$ cat src/hdl/stt_pkg.sv
// ----------------------------------------------------------------------------
// stt_pkg
// Types, character codes and keyword tables of the source text tokenizer.
// ----------------------------------------------------------------------------
package stt_pkg;

  localparam int TOK_LEN_W = 10;
  localparam int LINE_W    = 16;

  typedef enum logic [3:0] {
    KIND_END    = 4'd0,
    KIND_CHAR   = 4'd1,
    KIND_INT    = 4'd2,
    KIND_FLOAT  = 4'd3,
    KIND_IF     = 4'd4,
    KIND_FUNC   = 4'd5,
    KIND_IDENT  = 4'd6,
    KIND_NUMBER = 4'd7,
    KIND_STRING = 4'd8,
    KIND_EQEQ   = 4'd9,
    KIND_NEQ    = 4'd10
  } stt_kind_t;

  typedef enum logic [1:0] {
    ERR_NONE    = 2'd0,
    ERR_STRING  = 2'd1,
    ERR_COMMENT = 2'd2
  } stt_err_t;

  // One token as it leaves the block.
  typedef struct packed {
    stt_kind_t             kind;
    logic [7:0]            code;
    logic [TOK_LEN_W-1:0]  len;
    logic [LINE_W-1:0]     line;
    stt_err_t              err;
    logic                  last;
  } stt_tok_t;

  // Tokens produced by one source byte, in order.
  typedef struct packed {
    logic [1:0] n;
    stt_tok_t   t0;
    stt_tok_t   t1;
  } stt_push_t;

  localparam logic [7:0] CH_NUL   = 8'h00;
  localparam logic [7:0] CH_LF    = 8'h0A;
  localparam logic [7:0] CH_CR    = 8'h0D;
  localparam logic [7:0] CH_SPACE = 8'h20;
  localparam logic [7:0] CH_BANG  = 8'h21;
  localparam logic [7:0] CH_QUOTE = 8'h22;
  localparam logic [7:0] CH_STAR  = 8'h2A;
  localparam logic [7:0] CH_DOT   = 8'h2E;
  localparam logic [7:0] CH_SLASH = 8'h2F;
  localparam logic [7:0] CH_EQ    = 8'h3D;
  localparam logic [7:0] CH_UNDER = 8'h5F;

  localparam logic [LINE_W-1:0] LINE_FIRST = 16'd1;
  localparam logic [LINE_W-1:0] LINE_SAT   = 16'hFFFF;

  // Keyword index k: 0 int, 1 float, 2 if, 3 function.
  function automatic logic [3:0] kw_len(input logic [1:0] k);
    logic [3:0] l;
    unique case (k)
      2'd0:    l = 4'd3;
      2'd1:    l = 4'd5;
      2'd2:    l = 4'd2;
      default: l = 4'd8;
    endcase
    return l;
  endfunction

  function automatic logic [7:0] kw_char(input logic [1:0] k, input logic [2:0] i);
    logic [63:0] s;
    logic [2:0]  slot;
    unique case (k)
      2'd0:    s = {"int", 40'd0};
      2'd1:    s = {"float", 24'd0};
      2'd2:    s = {"if", 48'd0};
      default: s = "function";
    endcase
    slot = 3'd7 - i;
    return s[{slot, 3'b000} +: 8];
  endfunction

  function automatic logic is_alpha(input logic [7:0] c);
    return (c >= "a" && c <= "z") || (c >= "A" && c <= "Z") || c == CH_UNDER;
  endfunction

  function automatic logic is_digit(input logic [7:0] c);
    return c >= "0" && c <= "9";
  endfunction

endpackage

$ cat src/hdl/stt_scan.sv
// ----------------------------------------------------------------------------
// stt_scan
// Scanner state and the one-byte step that updates it and forms tokens.
// ----------------------------------------------------------------------------
module stt_scan #(
  parameter int MAX_TOKEN_LEN = 1023
) (
  input  logic              clk,
  input  logic              rst_n,
  input  logic              step,
  input  logic [7:0]        ch,
  output stt_pkg::stt_push_t push
);
  import stt_pkg::*;

  localparam int LEN_W = $clog2(MAX_TOKEN_LEN + 1);
  localparam logic [LEN_W-1:0] LEN_MAX = LEN_W'(MAX_TOKEN_LEN);

  typedef enum logic [9:0] {
    MODE_IDLE     = 10'b00_0000_0001,
    MODE_IDENT    = 10'b00_0000_0010,
    MODE_NUMBER   = 10'b00_0000_0100,
    MODE_STRING   = 10'b00_0000_1000,
    MODE_SLASH    = 10'b00_0001_0000,
    MODE_EQ       = 10'b00_0010_0000,
    MODE_BANG     = 10'b00_0100_0000,
    MODE_LCOMMENT = 10'b00_1000_0000,
    MODE_BCOMMENT = 10'b01_0000_0000,
    MODE_BSTAR    = 10'b10_0000_0000
  } scan_mode_t;

  scan_mode_t         mode_r, mode_nxt, idle_mode;
  logic [LINE_W-1:0]  line_r, line_nxt, idle_line, line_inc;
  logic [LEN_W-1:0]   len_r, len_nxt, idle_len;
  logic [3:0]         kw_r, kw_nxt, idle_kw;
  logic               a_v, idle_v;
  stt_tok_t           a_tok, idle_tok, t0, t1;
  logic [TOK_LEN_W-1:0] len_out;
  logic [LEN_W+TOK_LEN_W-1:0] len_wide;

  function automatic logic [LEN_W-1:0] grow(input logic [LEN_W-1:0] l);
    return (l != LEN_MAX) ? l + LEN_W'(1) : l;
  endfunction

  function automatic logic [3:0] kw_update(input logic [3:0] alive,
                                           input logic [LEN_W-1:0] l,
                                           input logic [7:0] c);
    logic [3:0] a;
    a = alive;
    for (int k = 0; k < 4; k++) begin
      if (l >= LEN_W'(kw_len(2'(k))) || kw_char(2'(k), l[2:0]) != c) begin
        a[k] = 1'b0;
      end
    end
    return a;
  endfunction

  function automatic stt_kind_t ident_kind(input logic [3:0] alive,
                                           input logic [LEN_W-1:0] l);
    stt_kind_t kd;
    kd = KIND_IDENT;
    // Walk down so that the lowest matching keyword wins.
    for (int k = 3; k >= 0; k--) begin
      if (alive[k] && l == LEN_W'(kw_len(2'(k)))) begin
        kd = stt_kind_t'(4'(2 + k));
      end
    end
    return kd;
  endfunction

  function automatic stt_tok_t mk_tok(input stt_kind_t kd, input logic [7:0] c,
                                      input logic [TOK_LEN_W-1:0] l,
                                      input stt_err_t e,
                                      input logic [LINE_W-1:0] ln);
    stt_tok_t t;
    t.kind = kd;
    t.code = c;
    t.len  = l;
    t.line = ln;
    t.err  = e;
    t.last = 1'b0;
    return t;
  endfunction

  assign len_wide = {{TOK_LEN_W{1'b0}}, len_r};
  assign len_out  = len_wide[TOK_LEN_W-1:0];
  assign line_inc = (line_r != LINE_SAT) ? line_r + LINE_W'(1) : line_r;

  // Scan of a byte from the idle mode, on the current registers.
  always_comb begin
    idle_mode = MODE_IDLE;
    idle_line = line_r;
    idle_len  = len_r;
    idle_kw   = kw_r;
    idle_v    = 1'b0;
    idle_tok  = mk_tok(KIND_END, CH_NUL, '0, ERR_NONE, line_r);
    if (ch == CH_NUL) begin
      idle_v    = 1'b1;
      idle_line = LINE_FIRST;
      idle_len  = '0;
      idle_kw   = 4'hF;
    end else if (ch <= CH_SPACE || ch[7]) begin
      if (ch == CH_LF) begin
        idle_line = line_inc;
      end
    end else begin
      idle_len = '0;
      idle_kw  = 4'hF;
      priority if (ch == CH_QUOTE) begin
        idle_mode = MODE_STRING;
      end else if (is_alpha(ch)) begin
        idle_mode = MODE_IDENT;
        idle_kw   = kw_update(4'hF, '0, ch);
        idle_len  = grow('0);
      end else if (is_digit(ch)) begin
        idle_mode = MODE_NUMBER;
        idle_len  = grow('0);
      end else if (ch == CH_SLASH) begin
        idle_mode = MODE_SLASH;
      end else if (ch == CH_EQ) begin
        idle_mode = MODE_EQ;
      end else if (ch == CH_BANG) begin
        idle_mode = MODE_BANG;
      end else begin
        idle_v   = 1'b1;
        idle_tok = mk_tok(KIND_CHAR, ch, '0, ERR_NONE, line_r);
      end
    end
  end

  // Mode-specific step; a byte that ends a pending token is rescanned as idle.
  always_comb begin
    logic use_idle;
    use_idle = 1'b0;
    mode_nxt = mode_r;
    line_nxt = line_r;
    len_nxt  = len_r;
    kw_nxt   = kw_r;
    a_v      = 1'b0;
    a_tok    = mk_tok(KIND_END, CH_NUL, '0, ERR_NONE, line_r);
    unique case (mode_r)
      MODE_IDENT: begin
        if (is_alpha(ch) || is_digit(ch)) begin
          kw_nxt  = kw_update(kw_r, len_r, ch);
          len_nxt = grow(len_r);
        end else begin
          a_v      = 1'b1;
          a_tok    = mk_tok(ident_kind(kw_r, len_r), CH_NUL, len_out, ERR_NONE, line_r);
          use_idle = 1'b1;
        end
      end
      MODE_NUMBER: begin
        if (is_digit(ch) || ch == CH_DOT) begin
          len_nxt = grow(len_r);
        end else begin
          a_v      = 1'b1;
          a_tok    = mk_tok(KIND_NUMBER, CH_NUL, len_out, ERR_NONE, line_r);
          use_idle = 1'b1;
        end
      end
      MODE_STRING: begin
        if (ch == CH_QUOTE) begin
          a_v      = 1'b1;
          a_tok    = mk_tok(KIND_STRING, CH_NUL, len_out, ERR_NONE, line_r);
          mode_nxt = MODE_IDLE;
        end else if (ch == CH_NUL || ch == CH_CR || ch == CH_LF) begin
          a_v      = 1'b1;
          a_tok    = mk_tok(KIND_STRING, CH_NUL, len_out, ERR_STRING, line_r);
          use_idle = 1'b1;
        end else begin
          len_nxt = grow(len_r);
        end
      end
      MODE_SLASH: begin
        if (ch == CH_STAR) begin
          mode_nxt = MODE_BCOMMENT;
        end else if (ch == CH_SLASH) begin
          mode_nxt = MODE_LCOMMENT;
        end else begin
          a_v      = 1'b1;
          a_tok    = mk_tok(KIND_CHAR, CH_SLASH, '0, ERR_NONE, line_r);
          use_idle = 1'b1;
        end
      end
      MODE_EQ, MODE_BANG: begin
        if (ch == CH_EQ) begin
          a_v      = 1'b1;
          a_tok    = mk_tok((mode_r == MODE_EQ) ? KIND_EQEQ : KIND_NEQ, CH_NUL, '0,
                            ERR_NONE, line_r);
          mode_nxt = MODE_IDLE;
        end else begin
          a_v      = 1'b1;
          a_tok    = mk_tok(KIND_CHAR, (mode_r == MODE_EQ) ? CH_EQ : CH_BANG, '0,
                            ERR_NONE, line_r);
          use_idle = 1'b1;
        end
      end
      MODE_LCOMMENT: begin
        if (ch == CH_NUL || ch == CH_LF || ch == CH_CR) begin
          use_idle = 1'b1;
        end
      end
      MODE_BCOMMENT, MODE_BSTAR: begin
        if (ch == CH_NUL) begin
          a_v      = 1'b1;
          a_tok    = mk_tok(KIND_END, CH_NUL, '0, ERR_COMMENT, line_r);
          mode_nxt = MODE_IDLE;
          line_nxt = LINE_FIRST;
          len_nxt  = '0;
          kw_nxt   = 4'hF;
        end else if (ch == CH_STAR) begin
          mode_nxt = MODE_BSTAR;
        end else if (ch == CH_SLASH && mode_r == MODE_BSTAR) begin
          mode_nxt = MODE_IDLE;
        end else begin
          if (ch == CH_LF) begin
            line_nxt = line_inc;
          end
          mode_nxt = MODE_BCOMMENT;
        end
      end
      default: begin
        use_idle = 1'b1;
      end
    endcase
    if (use_idle) begin
      mode_nxt = idle_mode;
      line_nxt = idle_line;
      len_nxt  = idle_len;
      kw_nxt   = idle_kw;
    end
    t0      = a_v ? a_tok : idle_tok;
    t1      = idle_tok;
    t1.last = 1'b1;
    push.n  = '0;
    if (step) begin
      push.n = {1'b0, a_v} + {1'b0, idle_v && use_idle};
    end
    t0.last = (push.n != 2'd2);
    push.t0 = t0;
    push.t1 = t1;
  end

  always_ff @(posedge clk) begin
    if (!rst_n) begin
      mode_r <= MODE_IDLE;
      line_r <= LINE_FIRST;
      len_r  <= '0;
      kw_r   <= 4'hF;
    end else if (step) begin
      mode_r <= mode_nxt;
      line_r <= line_nxt;
      len_r  <= len_nxt;
      kw_r   <= kw_nxt;
    end
  end

endmodule

$ cat src/hdl/stt_outq.sv
// ----------------------------------------------------------------------------
// stt_outq
// Four-entry token queue: takes up to two tokens a cycle, gives one.
// ----------------------------------------------------------------------------
module stt_outq (
  input  logic               clk,
  input  logic               rst_n,
  input  stt_pkg::stt_push_t push,
  input  logic               pop,
  output stt_pkg::stt_tok_t  head,
  output logic               not_empty,
  output logic               room
);
  import stt_pkg::*;

  localparam int DEPTH = 4;
  localparam int AW    = $clog2(DEPTH);
  localparam int CW    = $clog2(DEPTH + 1);

  stt_tok_t        q_r [DEPTH];
  logic [AW-1:0]   wr_ptr_r, wr_ptr_nxt, rd_ptr_r, rd_ptr_nxt, wr_ptr_p1;
  logic [CW-1:0]   cnt_r, cnt_nxt;

  assign wr_ptr_p1  = wr_ptr_r + AW'(1);
  assign wr_ptr_nxt = wr_ptr_r + AW'(push.n);
  assign rd_ptr_nxt = rd_ptr_r + AW'(pop);
  assign cnt_nxt    = cnt_r + CW'(push.n) - CW'(pop);

  assign head      = q_r[rd_ptr_r];
  assign not_empty = (cnt_r != '0);
  // Room for the two tokens that one byte can produce.
  assign room      = (cnt_r <= CW'(DEPTH - 2));

  always_ff @(posedge clk) begin
    if (push.n != 2'd0) begin
      q_r[wr_ptr_r] <= push.t0;
    end
    if (push.n == 2'd2) begin
      q_r[wr_ptr_p1] <= push.t1;
    end
  end

  always_ff @(posedge clk) begin
    if (!rst_n) begin
      wr_ptr_r <= '0;
      rd_ptr_r <= '0;
      cnt_r    <= '0;
    end else begin
      wr_ptr_r <= wr_ptr_nxt;
      rd_ptr_r <= rd_ptr_nxt;
      cnt_r    <= cnt_nxt;
    end
  end

endmodule

$ cat src/hdl/source_text_tokenizer.sv
// ----------------------------------------------------------------------------
// source_text_tokenizer
// Streaming lexical scanner for a small C-like language.
// ----------------------------------------------------------------------------
// The block takes one source byte per request on the in_ channel and returns
// tokens on the out_ channel: the keywords int, float, if and function,
// identifiers, numbers, quoted strings, == and !=, single-character tokens,
// and an end token when byte 0 arrives. Whitespace and line and block
// comments produce nothing. A byte is taken whenever the result queue has
// room for two tokens, so a continuous stream runs at one byte per cycle
// while that room lasts. The output side delivers one token per cycle while
// out_ready is high; a byte that closes one pending token and starts another
// (for example "a;" or "=;") yields two tokens, and the four-entry result
// queue absorbs that burst, so the sustained input rate drops below one byte
// per cycle only when two-token bytes dominate. A token is visible on the
// outputs at the earliest in the cycle after the byte that completes it is
// accepted. out_last marks the final token produced by a given byte.
// After an end token all scanner state returns to its reset values, so the
// next byte begins a new text at line 1. No initialization pass is needed
// after reset.
// ----------------------------------------------------------------------------
module source_text_tokenizer #(
  parameter int MAX_TOKEN_LEN = 1023
) (
  input  logic        clk,
  input  logic        rst_n,
  input  logic        in_valid,
  output logic        in_ready,
  input  logic [7:0]  in_ch,
  output logic        out_valid,
  input  logic        out_ready,
  output logic [3:0]  out_token_kind,
  output logic [7:0]  out_char_code,
  output logic [9:0]  out_token_length,
  output logic [15:0] out_line_number,
  output logic [1:0]  out_error_code,
  output logic        out_last
);
  import stt_pkg::*;

  logic      in_fire;
  logic      out_fire;
  stt_push_t push;
  stt_tok_t  head;

  assign in_fire  = in_valid && in_ready;
  assign out_fire = out_valid && out_ready;

  // The scanner advances its mode, line count, token length and keyword
  // match flags only on an accepted request.
  stt_scan #(
    .MAX_TOKEN_LEN(MAX_TOKEN_LEN)
  ) u_scan (
    .clk  (clk),
    .rst_n(rst_n),
    .step (in_fire),
    .ch   (in_ch),
    .push (push)
  );

  // Result queue; its ready depends only on registered occupancy.
  stt_outq u_outq (
    .clk      (clk),
    .rst_n    (rst_n),
    .push     (push),
    .pop      (out_fire),
    .head     (head),
    .not_empty(out_valid),
    .room     (in_ready)
  );

  assign out_token_kind   = head.kind;
  assign out_char_code    = head.code;
  assign out_token_length = head.len;
  assign out_line_number  = head.line;
  assign out_error_code   = head.err;
  assign out_last         = head.last;

endmodule

$ cat config.mk
export PLATFORM = sky130hd
export DESIGN_NAME = source_text_tokenizer
export DESIGN_NICKNAME = d
export VERILOG_FILES = /design/src/hdl/stt_pkg.sv /design/src/hdl/stt_scan.sv /design/src/hdl/stt_outq.sv /design/src/hdl/source_text_tokenizer.sv
export SDC_FILE = /design/constraint.sdc
export NUM_CORES = 1
export LEC_CHECK = 0
export BUFFER_PORTS_ARGS = -buffer_cell sky130_fd_sc_hd__buf_2
export CAP_MARGIN = 25
export CORE_MARGIN = 2
export CORE_UTILIZATION = 52
export CTS_CLUSTER_SIZE = 28
export DETAILED_ROUTE_END_ITERATION = 8
export PLACE_DENSITY = 0.73
export SYNTH_ARGS = -nofsm -noshare
export SYNTH_HDL_FRONTEND = slang
export SYNTH_HIERARCHICAL = 1
export SYNTH_SLANG_ARGS = --single-unit
$ cat constraint.sdc
create_clock -name clk -period 7.85 [get_ports clk]
set_clock_uncertainty 0.15 [all_clocks]
set_input_delay 0.785 -clock clk [delete_from_list [all_inputs] [get_ports clk]]
set_output_delay 0.785 -clock clk [all_outputs]
set_load 0.005 [all_outputs]
==> results.cfg, run 1 <==
[cells_and_area]
regArea_um2 = 5871
drive_above_1_share = 0.2912
area_growth_syn_to_layout_pct = 8.312
antenna_cells = 0
multiInputGateArea_um2 = 5736
nNetsFinal = 997
fillCellCount = 1907

[timing]
max_freq_mhz = 185.7
slew_viol_final = 0
rsz0062_at_grt = false
period_share = 0.6862
setup_violations = 0
finalSetupTns_ns = 0
relSlewSlack = 0.4055
fin_ws_ns = 2.464
finalHoldViolCount = 0
min_period_ns = 5.386
worstMarginPinSlew_ns = 0.8917

[power]
power_density_nw_per_um2 = 219.6
p_leak_nw = 4.921
peakVddDrop_mv = 0.1454

[place]
preCtsSetupSlack_ns = 1.985
dp_hpwl_um = 16940
io_buffer_count = 54
place_congestion = 0.9572

[critical_path]
crit_path_cell_trace = buf_2 -> or4_1 -> o21bai_1 -> nor2_1 -> nor2_1 -> nor4b_1 -> nand2_1 -> a21oi_1 -> ha_1 -> and2_1 -> and4bb_2 -> buf_4 -> o21bai_4 -> buf_4
crit_family = simple AND/OR/NAND/NOR gates
cp-end-kind = register
crit_fanout = 42
cp-startpoint = in_ch[3]
r2r_end = u_outq/q_r[2][31]
cp.buffers_inverters = 3
r2r_slack_ns = 2.79
cp.depth = 14
crit_required_ns = 7.87
path_class = in -> reg
r2r_cells = 12
cp.arrival_ns = 5.40
cp-start-kind = input port
cp-endpoint = u_outq/q_r[2][31]
cp_slowest_cell = nor4b_1
critPathMaxStageDelay_ns = 0.59
worstReg2RegStart = u_scan/mode_r[8]

[logic_synthesis]
synth_top_family_by_area = multiplexers
yosysMostFrequentCell = edfxtp_1
yosysTopAreaCell = edfxtp_1
synth_top_area_frac = 0.4029
synthAdderAreaFrac = 0.01392
synthDistinctLibCells = 83
synth-simple-area-share = 0.1268
ys_top_cells_by_count = 164 x edfxtp_1, 120 x mux2_2, 47 x dfxtp_1, 47 x nor2_1, 44 x mux2_1
synth_xor_area_frac = 0.02303
ys.flop_type = edfxtp_1
synth-async-reset-ratio = 0
syn_area_per_cell_um2 = 12.69
synth-seq-cells = 211
synthCells = 963
synth_edf_count = 164
synthMuxAreaShare = 0.2299
synth.area.top_cells = edfxtp_1 40%, mux2_2 11%, dfxtp_1 7.7%
synth-compound-area-share = 0.06695
ys_warn_count = 6
ys_seq_area_frac = 0.4799
syn_area_um2 = 12220

[die]
die_width_um = 157.3
row_count = 56
initial_core_util = 0.5254
ioPinCount = 55
core-area_um2 = 23260
die-area_um2 = 24750
die_y_um = 157.3

[outcome]
status = completed

[global_routing]
antenna_found_initial = 0
grt_first_pass_wirelength_um = 42140
grt_max_degree = 43
grt_pass1_vias = 7669
overflow = 0
globalRouteTotalUtil = 0.2204

[detailed_routing]
drc = 0
routed_wl_um = 26890
routedWlPerCell_um = 20.56
drt_iter0_markers = 703
vias = 7816
postRouteAntennaNets = 0
firstDrtPassIters = 6
via_per_inst = 5.976

[clock_tree]
htree_levels = 1
cts_num_sinks = 211
clk_pin_slew_ns = 0.06
cts_tree = done
numCtsBuffers = 23
clk_path_buf_depth = 3
cts-hold-fix-buffers = 0
insertion_delay_ns = 0.52
cts_setup_buffers = 0
root_buffer = clkbuf_16
cts_resized = 0

[worst_hold_path]
hold_path_class = reg -> reg

[flow_run]
drv_cap = 0
==> power breakdown <==
| group | leakage, nW | internal [mW] | switching [mW] | total [mW] |
|---|---|---|---|---|
| sequential | 1.95 | 1.23 | 0.0730 | 1.30 |
| combinational | 2.57 | 0.255 | 0.205 | 0.460 |
| clock | 0.393 | 0.703 | 0.440 | 1.14 |
| total | 4.92 | 2.19 | 0.718 | 2.91 |
==> cells in the final DEF, fill, tap and decap left out, types with 6 or more instances in the layout <==
cell type | netlist | final
dfxtp_1 | 47 | 45
and2_1 | 25 | 25
inv_1 | 20 | 20
and4_1 | 7 | 7
mux2_1 | 44 | 44
nand4_1 | 20 | 20
clkbuf_16 | 0 | 23
and3_1 | 21 | 21
mux2_2 | 120 | 120
o21ai_0 | 29 | 28
nor3_1 | 8 | 8
nor2b_1 | 16 | 16
nand2_1 | 41 | 41
or3_1 | 8 | 8
o211ai_1 | 8 | 8
ha_1 | 12 | 12
xor2_1 | 16 | 16
edfxtp_1 | 164 | 164
a31oi_1 | 9 | 9
a21oi_1 | 16 | 16
o21ai_1 | 9 | 9
nand3_1 | 22 | 22
mux4_2 | 41 | 41
clkbuf_1 | 25 | 6
buf_2 | 16 | 54
buf_4 | 36 | 11
nor2_1 | 47 | 45
xnor2_1 | 11 | 11
conb_1 | 2 | 18
==> final cells by class <==
cell class,count,share of cell area
inverters,21,0.005954
multi-input cells,650,0.4332
well taps,319,0.03015
repair buffers,65,0.02665
clock inverters,10,0.01229
flip-flops and latches,211,0.4434
clock buffers,32,0.04829
==> per-stage QoR <==
stage	utilization	cell area, µm²	cells	power, mW	hold WS [ns]
2_1_floorplan	-	12280	979	1.636	0.2999
3_3_place_gp	0.5343	12430	1265	1.791	0.3290
3_5_place_dp	0.5343	12430	1265	1.796	0.3438
4_1_cts	0.5688	13230	1307	2.939	0.3573
5_1_grt	0.5691	13240	1308	3.023	0.3872
6_report	0.5691	13240	1308	2.907	0.3524
==> flip-flops by register name, indices dropped and copies added (netlist names) <==
name	flops
u_outq/wr_ptr_r	2
u_scan/len_out	10
u_scan/kw_r	4
u_scan/line_r	16
u_outq/q_r	164
u_outq/cnt_r	3
u_outq/rd_ptr_r	2
u_scan/mode_r	10
==> how the worst min path moves through the flow <==
| stage | start | cells after the start | slack [ns] | endpoint |
|---|---|---|---|---|
| CTS | u_scan/kw_r[0] | 2 | 0.36 | u_scan/kw_r[0] |
| floorplan | u_scan/kw_r[2] | 1 | 0.30 | u_scan/kw_r[2] |
| detailed placement | u_scan/len_out[9] | 1 | 0.34 | u_scan/len_out[9] |
| global route | u_scan/kw_r[0] | 2 | 0.39 | u_scan/kw_r[0] |
| global placement | u_scan/kw_r[2] | 1 | 0.33 | u_scan/kw_r[2] |
| finish | u_scan/kw_r[0] | 2 | 0.35 | u_scan/kw_r[0] |
==> per-layer routing <==
metal	track usage	up-vias	part of all wire
met3	0.03387	69	0.059
met2	0.3766	258	0.50
li1	-	3660	-
met1	0.2884	3829	0.41
met4	0.07273	0	0.032
met5	0	-	0
==> worst reg2reg max path, stage by stage, from the launching register on <==
cell      delay, ns
dfxtp_1        0.39
or4_4          0.57
nor2_2         0.27
nand4_1        0.32
and3b_1        0.32
and2_1         0.28
a21oi_1        0.17
ha_1           0.26
and2_1         0.25
and4bb_2       0.33
buf_4          0.52
o21bai_4       0.37
buf_4          0.48
==> logic make-up after synthesis <==
group | Yosys count
compound gates | 117
simple gates | 264
buf+inv | 118
other cells | 2
mux | 209
fa+ha+maj | 13
xor+xnor | 29
flops | 211
No activity file was read; power rests on OpenSTA's default activity.
==> run 2: changes to the inputs <==
Settings changed: ABC_AREA set to 1, PLACE_DENSITY 0.73 to 0.76.
Clock period 7.85 ns to 4.75 ns, I/O delays scaled along.
==> run 2 against run 1 <==
Against the previous run: synthesized cell count grew 74%; setup slack lost 1.6 ns; critical path type is now reg -> reg; via count grew 40%; sequential share of layout area shrank 2.9 points; non-clock buffer count grew 3; die area grew 7.2%; largest power group unchanged; area after synthesis grew 7.4%; wire length grew 16%; core utilization shrank 0.14 points.
==> results.cfg, run 2 <==
[outcome]
status = completed

[cells_and_area]
fin_cells = 2025
area_growth_syn_to_layout_pct = 7.947
final_cell_mix = 445 x nand2_1, 231 x inv_1, 164 x edfxtp_1, 118 x nor2_1, 107 x o21ai_0
layout_commonest_cell = nand2_1
top_register = u_outq/q_r
antenna_cells = 0
largest_reg_flops = 164
drive_above_1_share = 0.1310
nNetsFinal = 1704
largest_registers = u_outq/q_r (164), u_scan/line_r (16)

[flow_run]
drv_cap = 0

[die]
die_y_um = 162.9
initial_core_util = 0.5260
core-area_um2 = 24960
row_count = 58
die-area_um2 = 26540
die_width_um = 162.9
ioPinCount = 55

[critical_path]
cp.buffers_inverters = 6
r2r_cells = 18
cp-end-kind = register
crit_family = simple AND/OR/NAND/NOR gates
cp.arrival_ns = 3.87
cp-endpoint = u_outq/q_r[1][14]
cp_slowest_cell = dfxtp_1
r2r_slack_ns = 0.90
crit_path_cell_trace = nor2_4 -> inv_2 -> nor2_1 -> inv_1 -> nor2_1 -> nand3b_1 -> nand2_1 -> inv_2 -> nand2_1 -> nor3_2 -> inv_1 -> ha_1 -> nand2_1 -> inv_1 -> nor2_4 -> nand2_2 -> nand2_2 -> buf_12
cp-startpoint = u_scan/mode_r[8]
path_class = reg -> reg
crit_fanout = 41
cp.depth = 18
crit_required_ns = 4.77
worstReg2RegStart = u_scan/mode_r[8]
critPathMaxStageDelay_ns = 0.36
r2r_end = u_outq/q_r[1][14]
cp-start-kind = register

[detailed_routing]
postRouteAntennaNets = 0
routed_wl_um = 31320
vias = 10980
drt_iter0_markers = 926
firstDrtPassIters = 6
drc = 0
via_per_inst = 5.423
routedWlPerCell_um = 15.46

[clock_tree]
cts_setup_buffers = 0
clk_path_buf_depth = 3
insertion_delay_ns = 0.50
clk_pin_slew_ns = 0.06
cts_resized = 0
htree_levels = 1
cts_num_sinks = 211
root_buffer = clkbuf_16
numCtsBuffers = 23
cts-hold-fix-buffers = 0
cts_tree = done

[logic_synthesis]
synth_edf_count = 164
yosysMostFrequentCell = nand2_1
ys_seq_area_frac = 0.4467
ys_warn_count = 6
ys_top_cells_by_count = 452 x nand2_1, 231 x inv_1, 164 x edfxtp_1
synthMuxAreaShare = 0
synth.area.top_cells = edfxtp_1 38%, nand2_1 13%, dfxtp_1 7.2%
synth_top_family_by_area = simple AND/OR/NAND/NOR gates
synthDistinctLibCells = 45
synthAdderAreaFrac = 0.01296
synth-seq-cells = 211
synthCells = 1680
synth-async-reset-ratio = 0
synth-compound-area-share = 0.1640
syn_area_um2 = 13130
synth-simple-area-share = 0.2355
synth_top_area_frac = 0.3751
ys.flop_type = edfxtp_1
yosysTopAreaCell = edfxtp_1
synth_xor_area_frac = 0.01267
syn_area_per_cell_um2 = 7.816

[timing]
finalHoldViolCount = 0
rsz0062_at_grt = false
setup_violations = 0
min_period_ns = 3.847
max_freq_mhz = 260.0
relSlewSlack = 0.3540
worstMarginPinSlew_ns = 0.9690
slew_viol_final = 0
finalSetupTns_ns = 0
period_share = 0.8098

[global_routing]
grt_max_degree = 92
antenna_found_initial = 0
overflow = 0
globalRouteTotalUtil = 0.2353
grt_first_pass_wirelength_um = 50070
grt_pass1_vias = 9839

[power]
peakVddDrop_mv = 0.2148
power_density_nw_per_um2 = 399.9
p_leak_nw = 5.924

[place]
place_congestion = 0.9799
io_buffer_count = 54
dp_hpwl_um = 21130
placed_cells = 1984

[worst_hold_path]
hold_path_class = in -> reg
==> run 2: changes by cell type after synthesis, sizes merged, moves of 25 or more <==
cell and delta:
nand2 +423, inv +224, o21ai +199, mux2 -164
nor2 +83, a21oi +48, nand3 +47, mux4 -41
o211ai +36, and2 -25
==> run 2: cell type report <==
class	count	area [µm²]
Tap cell	330	412.9
Fill cell	2269	10790
Multi-Input combinational cell	1129	5677
Clock inverter	9	148.9
Clock buffer	32	659.4
Sequential cell	211	5871
Inverter	246	929.6
Timing Repair Buffer	68	475.5
==> run 2: cells by family (layout without fill, tap and decap cells) <==
logic type      after synthesis  count (layout)
buf+inv                     356             355
simple gates                723             723
compound gates              356             356
fa+ha+maj                    13              13
other cells                   2              18
flops                       211             211
xor+xnor                     19              19
==> run 2: worst min path at each step <==
| stage | start | to | slack [ns] | cells past startpoint |
|---|---|---|---|---|
| after floorplan | u_scan/kw_r[2] | u_scan/kw_r[2] | 0.28 | 2 |
| after global placement | u_scan/kw_r[1] | u_scan/kw_r[1] | 0.30 | 2 |
| after detailed placement | u_scan/kw_r[1] | u_scan/kw_r[1] | 0.31 | 2 |
| after CTS | out_ready | u_outq/rd_ptr_r[0] | 0.25 | 6 |
| after global routing | in_ch[2] | u_scan/mode_r[6] | 0.32 | 4 |
| final | out_ready | u_outq/rd_ptr_r[0] | 0.25 | 6 |
==> run 2: worst reg2reg max path: stages (launching register included) <==
cell and delay, ns:
dfxtp_1 0.36, nor2_4 0.28, inv_2 0.11, nor2_1 0.14, inv_1 0.05, nor2_1 0.15, nand3b_1 0.18, nand2_1 0.13
inv_2 0.06, nand2_1 0.29, nor3_2 0.14, inv_1 0.13, ha_1 0.24, nand2_1 0.08, inv_1 0.12, nor2_4 0.21
nand2_2 0.24, nand2_2 0.15, buf_12 0.28
==> run 2: stage by stage <==
stage | setup WS [ns] | util | total power, mW | hold WS [ns] | instance area, µm²
global placement | 0.6762 | 0.5354 | 3.777 | 0.3047 | 13370
CTS | 0.9230 | 0.5678 | 5.685 | 0.2474 | 14170
detailed placement | 0.5484 | 0.5354 | 3.800 | 0.3121 | 13370
global route | 0.5063 | 0.5678 | 5.977 | 0.3155 | 14170
finish | 0.9033 | 0.5678 | 5.668 | 0.2451 | 14170
floorplan | 0.6624 | - | 3.324 | 0.2787 | 13190
==> run 2: metal layers <==
layer | vias up | global-route usage | wire length (µm)
met4 | 0 | 0.07603 | 928
met2 | 400 | 0.3921 | 14540
met3 | 64 | 0.02546 | 2129
met1 | 5050 | 0.3230 | 13720
met5 | - | 0 | 0
li1 | 5467 | - | -
==> run 2: power breakdown <==
group	leakage (nW)	switching, mW	total [mW]	internal [mW]
clock	0.401	0.715	1.90	1.18
sequential	1.90	0.183	2.30	2.12
combinational	3.63	0.956	1.47	0.509
==> run 3: changes to the inputs <==
Settings changed: PLACE_DENSITY 0.76 to 0.73.
Clock period 4.75 ns to 3.9 ns, I/O delays scaled along.
==> run 3 against run 2 <==
Against the previous run: sequential share of layout area fell by 0.28 points; first-iteration DRC count rose by 3.0%; clock-buffer cell count rose by 1; die area did not move; register-to-register slack got worse by 0.46 ns; non-clock buffer count rose by 13.
==> results.cfg, run 3 (synthesis results as in run 2) <==
[die]
die_y_um = 162.9
core-area_um2 = 24960
die-area_um2 = 26540
ioPinCount = 55
row_count = 58
die_width_um = 162.9
initial_core_util = 0.5260

[clock_tree]
cts_resized = 0
root_buffer = clkbuf_16
cts_tree = done
htree_levels = 1
cts_num_sinks = 211
cts_setup_buffers = 0
clk_path_buf_depth = 3
numCtsBuffers = 24
cts-hold-fix-buffers = 0
insertion_delay_ns = 0.53
clk_pin_slew_ns = 0.06

[timing]
max_freq_mhz = 289.4
finalHoldViolCount = 0
setup_violations = 0
relSlewSlack = 0.4583
min_period_ns = 3.455
worstMarginPinSlew_ns = 0.8126
period_share = 0.8859
fin_ws_ns = 0.4449
slew_viol_final = 0
finalSetupTns_ns = 0
rsz0062_at_grt = false

[detailed_routing]
vias = 10970
drc = 0
routed_wl_um = 32850
routedWlPerCell_um = 16.10
via_per_inst = 5.375
drt_iter0_markers = 954
postRouteAntennaNets = 0
firstDrtPassIters = 6

[cells_and_area]
final_cell_mix = 445 x nand2_1, 231 x inv_1, 164 x edfxtp_1, 118 x nor2_1, 107 x o21ai_0
largest_registers = u_outq/q_r (164), u_scan/line_r (16)
nNetsFinal = 1718
top_register = u_outq/q_r
antenna_cells = 0
drive_above_1_share = 0.1345
area_growth_syn_to_layout_pct = 8.672
largest_reg_flops = 164
fillCellCount = 2276
regArea_um2 = 5871
layout_commonest_cell = nand2_1
multiInputGateArea_um2 = 5677

[critical_path]
cp-end-kind = register
cp.arrival_ns = 3.51
cp_slowest_cell = dfxtp_1
crit_path_cell_trace = nor2_4 -> inv_2 -> nor2_1 -> inv_1 -> nor2_1 -> nand3b_1 -> nand2_1 -> inv_2 -> nand2_1 -> nor3_2 -> inv_1 -> ha_1 -> nand2_1 -> inv_1 -> nor2_4 -> nand2_4 -> nand2_2 -> buf_12
cp.buffers_inverters = 6
crit_family = simple AND/OR/NAND/NOR gates
crit_required_ns = 3.95
cp-start-kind = register
crit_fanout = 41
critPathMaxStageDelay_ns = 0.35
path_class = reg -> reg

[place]
io_buffer_count = 54
dp_hpwl_um = 22490
place_congestion = 0.9543
preCtsSetupSlack_ns = 0.3014

[global_routing]
top_usage_layer = met2
grt_max_degree = 67
grt_first_pass_wirelength_um = 52630
globalRouteTotalUtil = 0.2493
overflow = 0
grtUsageMet3 = 0.03132
grt_pass1_vias = 10290
met2_usage = 0.4170
met1_usage = 0.3390
antenna_found_initial = 0

[outcome]
status = completed

[power]
p_leak_nw = 5.973
peakVddDrop_mv = 0.3541
power_density_nw_per_um2 = 484.8

[flow_run]
drv_cap = 0

[worst_hold_path]
hold_path_class = in -> reg
run 3: final cells by class:
| type | count | area share |
|---|---|---|
| sequential | 211 | 0.4114 |
| multi-input combinational | 1129 | 0.3978 |
| inverter | 246 | 0.06515 |
| clock buffer | 33 | 0.04516 |
| timing repair buffer | 81 | 0.04192 |
| tap | 330 | 0.02894 |
| clock inverter | 10 | 0.009558 |
run 3: stage by stage:
stage	util	hold slack (ns)	total power, mW	instance area, µm²	cells
after floorplan	-	0.2787	4.048	13200	1696
after global placement	0.5403	0.2955	4.656	13490	1997
after detailed placement	0.5403	0.3012	4.693	13490	1997
after CTS	0.5716	0.1464	6.943	14270	2040
after global routing	0.5716	0.1950	7.312	14270	2040
final	0.5716	0.1542	6.917	14270	2040
run 3: path summary, 6_finish.rpt:
path,from,end,slack [ns],cells past startpoint
setup / recovery,u_scan/mode_r[8],u_outq/q_r[3][7],0.44,18
setup reg to reg,u_scan/mode_r[8],u_outq/q_r[3][7],0.44,18
hold / removal,out_ready,u_outq/rd_ptr_r[0],0.15,6
hold reg to reg,u_scan/kw_r[1],u_scan/kw_r[1],0.32,2
run 3: routing by layer:
metal  vias to the layer above  wire [µm]
met5                         -          0
met4                         0        964
met3                        63       1862
met2                       328      15390
met1                      5078      14620
li1                       5496          -
run 3: power by group:
part           leakage, nW  switching, mW  total (mW)  internal (mW)
logic                 3.70           1.24        1.89          0.651
registers             1.90          0.194        2.78           2.58
clock network        0.379          0.894        2.25           1.35
run 3: tightest hold or removal path: cells and delay by family:
family / cells / cell delay, ns
adder cells (fa/ha/maj): 1 / 0.13
AND/OR/NAND/NOR: 2 / 0.09
buffers and inverters: 3 / 0.19
